[config.mk]
export PLATFORM = sky130hd
export DESIGN_NAME = srs_ctrl
export DESIGN_NICKNAME = d
export VERILOG_FILES = /design/src/hdl/srs_pkg.sv /design/src/hdl/srs_ctrl.sv
export SDC_FILE = /design/constraint.sdc
export NUM_CORES = 1
export LEC_CHECK = 0
export BUFFER_PORTS_ARGS = -buffer_cell sky130_fd_sc_hd__clkbuf_2
export CAP_MARGIN = 5
export CORE_ASPECT_RATIO = 0.8
export CORE_UTILIZATION = 45
export DETAILED_ROUTE_END_ITERATION = 8
export GPL_ROUTABILITY_DRIVEN = 0
export PLACE_DENSITY_LB_ADDON = 0.1
export SLEW_MARGIN = 10
export SYNTH_ARGS = -nofsm -noshare
export SYNTH_HDL_FRONTEND = slang
export SYNTH_SLANG_ARGS = --single-unit
[constraint.sdc]
create_clock -name i_clk -period 1.9 [get_ports i_clk]
set_input_delay 0.095 -clock i_clk [delete_from_list [all_inputs] [get_ports i_clk]]
set_output_delay 0.095 -clock i_clk [all_outputs]
set_load 0.005 [all_outputs]
[src/hdl/srs_pkg.sv]
`timescale 1ns / 1ps
// ----------------------------------------------------------------------------
// Sagging rope sampler package
// Shared types, command and status codes and fixed constants.
// ----------------------------------------------------------------------------
package srs_pkg;

    // Q0.32 forms of 0.03 and 0.05.
    localparam logic [26:0] K_003 = 27'd128849019;
    localparam logic [27:0] K_005 = 28'd214748365;

    // Operand widths of the shared multiplier.
    localparam int MUL_A_W = 68;
    localparam int MUL_B_W = 35;

    // Horner accumulator width and divider dividend width.
    localparam int H_W   = 58;
    localparam int DIV_W = 58;

    localparam logic [1:0] AXIS_LAST = 2'd2;
    localparam logic [2:0] STEP_LAST = 3'd5;

    typedef struct packed {
        logic signed [31:0] start_x;
        logic signed [31:0] start_y;
        logic signed [31:0] start_z;
        logic signed [31:0] end_x;
        logic signed [31:0] end_y;
        logic signed [31:0] end_z;
        logic signed [31:0] sag_x;
        logic signed [31:0] sag_y;
        logic signed [31:0] sag_z;
        logic signed [31:0] vel_x;
        logic signed [31:0] vel_y;
        logic signed [31:0] vel_z;
    } t_in;

    typedef struct packed {
        logic        [5:0]  sample_index;
        logic signed [31:0] pos_x;
        logic signed [31:0] pos_y;
        logic signed [31:0] pos_z;
        logic               last_sample;
    } t_out;

    typedef enum logic [4:0] {
        S_IDLE,
        S_SQ_S,
        S_SQ_W,
        S_RT_S,
        S_RT_W,
        S_D3_S,
        S_D3_W,
        S_SAG_S,
        S_SAG_W,
        S_VEL_S,
        S_VEL_W,
        S_ENDS,
        S_H_S,
        S_H_W,
        S_DIV_S,
        S_DIV_W,
        S_OUT
    } t_state;

    typedef enum logic [4:0] {
        OP_NONE,
        OP_LOAD,
        OP_SQ_START,
        OP_SQ_TAKE,
        OP_RT_START,
        OP_RT_TAKE,
        OP_D3_START,
        OP_D3_TAKE,
        OP_SAG_START,
        OP_SAG_TAKE,
        OP_VEL_START,
        OP_VEL_TAKE,
        OP_ENDS,
        OP_H_START,
        OP_H_TAKE,
        OP_DIV_START,
        OP_DIV_TAKE,
        OP_NEXT
    } t_op;

    typedef struct packed {
        t_op        op;
        logic [1:0] axis;
        logic [2:0] step;
    } t_cmd;

    typedef struct packed {
        logic mul_done;
        logic rt_done;
        logic div_done;
        logic last;
    } t_status;

endpackage

[src/hdl/srs_ctrl.sv]
`timescale 1ns / 1ps
// ----------------------------------------------------------------------------
// Sagging rope sampler controller
// Sequences the set-up, the per-axis Horner steps, the divisions and the output.
// ----------------------------------------------------------------------------
module srs_ctrl (
    input  logic             i_clk,
    input  logic             i_rst_n,
    input  logic             i_in_valid,
    output logic             o_in_stall,
    output logic             o_out_valid,
    input  logic             i_out_stall,
    input  srs_pkg::t_status i_status,
    output srs_pkg::t_cmd    o_cmd
);
    import srs_pkg::*;

    t_state     r_state, n_state;
    logic [1:0] r_axis, n_axis;
    logic [2:0] r_step, n_step;

    always_ff @(posedge i_clk) begin
        if (!i_rst_n) begin
            r_state <= S_IDLE;
            r_axis  <= 2'd0;
            r_step  <= 3'd0;
        end else begin
            r_state <= n_state;
            r_axis  <= n_axis;
            r_step  <= n_step;
        end
    end

    always_comb begin
        n_state = r_state;
        n_axis  = r_axis;
        n_step  = r_step;
        case (r_state)
            S_IDLE: begin
                if (i_in_valid) begin
                    n_state = S_SQ_S;
                    n_axis  = 2'd0;
                    n_step  = 3'd0;
                end
            end
            S_SQ_S:  n_state = S_SQ_W;
            S_SQ_W: begin
                if (i_status.mul_done) begin
                    if (r_axis == AXIS_LAST) begin
                        n_state = S_RT_S;
                        n_axis  = 2'd0;
                    end else begin
                        n_state = S_SQ_S;
                        n_axis  = r_axis + 2'd1;
                    end
                end
            end
            S_RT_S:  n_state = S_RT_W;
            S_RT_W: begin
                if (i_status.rt_done) begin
                    n_state = S_D3_S;
                end
            end
            S_D3_S:  n_state = S_D3_W;
            S_D3_W: begin
                if (i_status.mul_done) begin
                    n_state = S_SAG_S;
                end
            end
            S_SAG_S: n_state = S_SAG_W;
            S_SAG_W: begin
                if (i_status.mul_done) begin
                    n_state = S_VEL_S;
                end
            end
            S_VEL_S: n_state = S_VEL_W;
            S_VEL_W: begin
                if (i_status.mul_done) begin
                    if (r_axis == AXIS_LAST) begin
                        n_state = S_ENDS;
                        n_axis  = 2'd0;
                    end else begin
                        n_state = S_SAG_S;
                        n_axis  = r_axis + 2'd1;
                    end
                end
            end
            S_ENDS: begin
                n_state = S_H_S;
                n_step  = 3'd0;
            end
            S_H_S:   n_state = S_H_W;
            S_H_W: begin
                if (i_status.mul_done) begin
                    if (r_step == STEP_LAST) begin
                        n_state = S_DIV_S;
                        n_step  = 3'd0;
                    end else begin
                        n_state = S_H_S;
                        n_step  = r_step + 3'd1;
                    end
                end
            end
            S_DIV_S: n_state = S_DIV_W;
            S_DIV_W: begin
                if (i_status.div_done) begin
                    if (r_axis == AXIS_LAST) begin
                        n_state = S_OUT;
                        n_axis  = 2'd0;
                    end else begin
                        n_state = S_H_S;
                        n_axis  = r_axis + 2'd1;
                    end
                end
            end
            S_OUT: begin
                if (!i_out_stall) begin
                    n_state = i_status.last ? S_IDLE : S_H_S;
                    n_axis  = 2'd0;
                    n_step  = 3'd0;
                end
            end
            default: begin
                n_state = S_IDLE;
            end
        endcase
    end

    always_comb begin
        o_cmd.op    = OP_NONE;
        o_cmd.axis  = r_axis;
        o_cmd.step  = r_step;
        o_in_stall  = (r_state != S_IDLE);
        o_out_valid = (r_state == S_OUT);
        case (r_state)
            S_IDLE:  o_cmd.op = i_in_valid ? OP_LOAD : OP_NONE;
            S_SQ_S:  o_cmd.op = OP_SQ_START;
            S_SQ_W:  o_cmd.op = i_status.mul_done ? OP_SQ_TAKE : OP_NONE;
            S_RT_S:  o_cmd.op = OP_RT_START;
            S_RT_W:  o_cmd.op = i_status.rt_done ? OP_RT_TAKE : OP_NONE;
            S_D3_S:  o_cmd.op = OP_D3_START;
            S_D3_W:  o_cmd.op = i_status.mul_done ? OP_D3_TAKE : OP_NONE;
            S_SAG_S: o_cmd.op = OP_SAG_START;
            S_SAG_W: o_cmd.op = i_status.mul_done ? OP_SAG_TAKE : OP_NONE;
            S_VEL_S: o_cmd.op = OP_VEL_START;
            S_VEL_W: o_cmd.op = i_status.mul_done ? OP_VEL_TAKE : OP_NONE;
            S_ENDS:  o_cmd.op = OP_ENDS;
            S_H_S:   o_cmd.op = OP_H_START;
            S_H_W:   o_cmd.op = i_status.mul_done ? OP_H_TAKE : OP_NONE;
            S_DIV_S: o_cmd.op = OP_DIV_START;
            S_DIV_W: o_cmd.op = i_status.div_done ? OP_DIV_TAKE : OP_NONE;
            S_OUT:   o_cmd.op = i_out_stall ? OP_NONE : OP_NEXT;
            default: o_cmd.op = OP_NONE;
        endcase
    end

endmodule

==> impl_summary.log <==
INFO  metric ys.warnings.count = 0
INFO  metric clkTransAtPathRegs = 80 ps
INFO  metric finalWirelength = 3010 um
INFO  metric worst_r2r_path_depth = 5
INFO  metric cts_max_path_buffers = 2
INFO  metric cts_hold_buffers = 0
INFO  metric timing.rr.start = r_state[4]
INFO  metric worst_clock_skew = 3.80 ps
INFO  metric numCtsBuffers = 3
INFO  metric synth_cell_type_count = 46
INFO  metric fp-row-count = 15
INFO  metric slew-limit-headroom = roughly 74%
INFO  metric report.final.slew_viol_count = 0
INFO  metric tightest_slew = ~380 ps
INFO  metric detailedRoute.firstPassIterationCount = 4
INFO  metric min_period_over_period = 95.1%
INFO  metric ys_seq_elements = 10
INFO  metric cp_data_arrival_time = 1710 ps
INFO  metric worst_hold_path_ep = r_step[1]
INFO  metric seq_area_frac_synth = around a fifth
INFO  metric power.density = 516 nW/um^2
INFO  metric post-route-min-period = 1810 ps
INFO  metric setup.worst_path.class = reg -> out
INFO  metric summed_instance_area_of_the_synthesized_netlist = 1020 sq um
INFO  metric number_of_top_level_pins = 20
INFO  metric cts-htree-levels = 1
INFO  metric synth-async-reset-ratio = 0%
INFO  metric grt_start_max_net_pins = 20
INFO  metric cp_max_fo = 11
INFO  metric routed-wl-met2 = roughly 1400 um
INFO  metric detail_route.drc_violations = 0
INFO  metric synth.avg_cell_area = ~7.2 sq um
INFO  metric drt_iter0_drc = 48
INFO  metric hold_viol = 0
INFO  metric min_from = i_rst_n
INFO  metric post-route-worst-setup-slack = 93.3 ps
INFO  metric detail-route-antenna-nets = 0
INFO  metric synth_nets = 150
INFO  metric worst_hold_path.num_cells = 3
INFO  metric run_status = complete, no violations
INFO  metric timing.critical_path.to_type = output port
INFO  metric die_h = 44.6 um
INFO  metric met3RoutedLength = 174 um
INFO  metric vias_per_cell = approximately 6.2
INFO  metric core_area = 2160 sq um
INFO  metric portBuffers = 19
INFO  metric top_signal_layer_used = met4
INFO  metric critPathRequiredTime = 1800 ps
INFO  metric dp_worst_setup_slack = around 120 ps
INFO  metric worstSetupStartpointType = register
INFO  metric tns = 0 ps
INFO  metric achievable-frequency = 0.553 GHz
INFO  metric min_path_type = in -> reg
INFO  metric track_usage = 25.6%
INFO  metric met1_length = 1400 um
INFO  metric clock-root-buffer = sky130_fd_sc_hd__clkbuf_4
INFO  metric clkLatencyLatePin = ~290 ps
INFO  metric synthCells = between 100 and 150
INFO  metric dominantRegCellSynth = sky130_fd_sc_hd__dfxtp_1
INFO  metric drive_above_1_share = 28.9%
INFO  metric clock_tree_from_tritoncts = done
INFO  metric multi_input_logic_area = between 700 and 800 sq um
INFO  metric rsz_0062_raised_after_global_routing = no
INFO  metric irDropWorstVdd = between 300 and 400 uV
INFO  metric synth_top_area_cell = sky130_fd_sc_hd__dfxtp_1
INFO  metric r2r_slack = 170 ps
INFO  metric grt_overflow_total = 0
INFO  metric placedCellCount = 187
INFO  metric wl_per_cell = 15.8 um
INFO  metric synth_top_area_share = about a fifth
INFO  metric fin_cells = 191
INFO  metric fill_cells = around 210
INFO  metric crit-reg2reg-capture = r_state[4]
INFO  metric detailed_place_hpwl = 2210 um
INFO  metric dieWidth = 55.3 um
INFO  metric layout-area-overhead-vs-synth = 19.8%
INFO  metric start_util = between 40% and 50%
INFO  metric first_pass_grt_wire_length = 4830 um
INFO  metric setup-violations-final = 0
INFO  metric power.static_leakage = 0.478 nW
INFO  metric die_area = 2470 sq um
INFO  metric num_antenna_cells = 0
INFO  metric register_area = 204 sq um
INFO  metric num_vias = 1181
INFO  metric via_count_of_the_first_global_routing_pass = 985
INFO  metric cts_num_sinks = 10
INFO  metric antenna_violations_before_repair = 0
INFO  metric maxCapViolations = 0
INFO  metric post_synth_main_area_contributors = sky130_fd_sc_hd__dfxtp_1 20%, sky130_fd_sc_hd__a21oi_1 5.9%, sky130_fd_sc_hd__o21ai_0 5.9%, sky130_fd_sc_hd__nand2b_1 4.9%, sky130_fd_sc_hd__nand2_1 4.8%
INFO  metric final_nets = between 150 and 200
INFO  metric synth-edff-count = 0
stage by stage:
stage / total power, mW / hold slack, ps / cell area [sq um] / util (%)
floorplan: 0.367 / 253 / 1020 / -
global placement: 0.418 / 392 / 1180 / 54.9
detailed placement: 0.421 / 397 / 1180 / 54.9
CTS: 0.631 / 100 / 1220 / 56.7
global route: 0.664 / 114 / 1220 / 56.8
finish: 0.632 / 97.3 / 1220 / 56.8
cell type report:
cell class              count  area share (%)
inverters                   5            1.53
well taps                  25            2.55
clock buffers               4            2.96
flip-flops and latches     10            16.6
multi-input cells         114            60.0
repair buffers             33            16.3
how the worst max path moves through the flow:
| stage | start | to | cells past startpoint |
|---|---|---|---|
| 4_1_cts | r_state[2] | o_cmd[5] | 6 |
| 3_5_place_dp | r_state[0] | r_state[0] | 7 |
| 3_3_place_gp | r_state[0] | r_state[0] | 7 |
| 5_1_grt | r_state[1] | o_cmd[7] | 5 |
| 6_report | r_state[1] | o_cmd[7] | 5 |
| 2_1_floorplan | r_state[1] | r_step[1] | 5 |
routing by layer:
layer,global-route usage (%),vias up
met2,40.2,43
li1,-,581
met1,34.7,551
met5,0,-
met4,9.50,0
met3,5.85,6
placed cells by master (no fill, tap or decap), drive strengths merged, types with 5 or more instances in the layout:
cell type	netlist	final
clkbuf	4	23
buf	9	14
nand2	13	13
o21ai	12	12
a21oi	12	12
nor2	11	11
dfxtp	10	10
nand2b	8	8
a31oi	6	6
inv	5	5
cells by family (layout without fill, tap and decap cells):
group                     count (synthesis)  after routing  share of synthesized area (%)
muxes                                     3              3                           2.94
xor gates and xnor gates                  1              1                          0.857
AOI/OAI and AO/OA                        51             51                           34.2
buffers and inverters                    18             42                           8.57
DFF                                      10             10                           19.6
and+or+nand+nor                          59             59                           33.9
Yosys cell counts (2+ instances only):
cell / count
sky130_fd_sc_hd__a21oi_1: 12
sky130_fd_sc_hd__buf_2: 7
sky130_fd_sc_hd__o32ai_1: 2
sky130_fd_sc_hd__a2111oi_0: 3
sky130_fd_sc_hd__mux2i_1: 3
sky130_fd_sc_hd__nand2_1: 13
sky130_fd_sc_hd__o32a_1: 2
sky130_fd_sc_hd__nor3_1: 2
sky130_fd_sc_hd__nand3_1: 3
sky130_fd_sc_hd__or3_1: 3
sky130_fd_sc_hd__o22ai_1: 2
sky130_fd_sc_hd__nand2b_1: 8
sky130_fd_sc_hd__inv_1: 5
sky130_fd_sc_hd__a31oi_1: 6
sky130_fd_sc_hd__nor4_1: 2
sky130_fd_sc_hd__dfxtp_1: 10
sky130_fd_sc_hd__nor2b_1: 3
sky130_fd_sc_hd__o211ai_1: 3
sky130_fd_sc_hd__nor2_1: 11
sky130_fd_sc_hd__clkbuf_1: 4
sky130_fd_sc_hd__o21ai_0: 12
sky130_fd_sc_hd__nand3b_1: 2
what timing repair did:
action | CTS | global route
pin swaps | 0 | 0
cloned | 0 | 0
gates resized for setup | 2 | 1
setup endpoints to repair | 1 | 2
buffers inserted | 0 | 0
sequential cells by signal (all words and copies together), names as in the netlist:
| register | count |
|---|---|
| r_state | 5 |
| r_axis | 2 |
| r_step | 3 |
critical path: stages, from the launching register on:
cell and delay [ps]:
sky130_fd_sc_hd__dfxtp_2 450, sky130_fd_sc_hd__buf_4 200, sky130_fd_sc_hd__or3b_2 440, sky130_fd_sc_hd__a21oi_1 140, sky130_fd_sc_hd__a2111oi_0 70, sky130_fd_sc_hd__clkbuf_2 130
where the power goes:
part | total (mW) | switching (mW) | internal, mW
clock network | 0.211 | 0.0941 | 0.117
logic | 0.191 | 0.103 | 0.0879
registers | 0.230 | 0.0142 | 0.216
total | 0.632 | 0.211 | 0.421
Power figures use the tool's default switching activity.
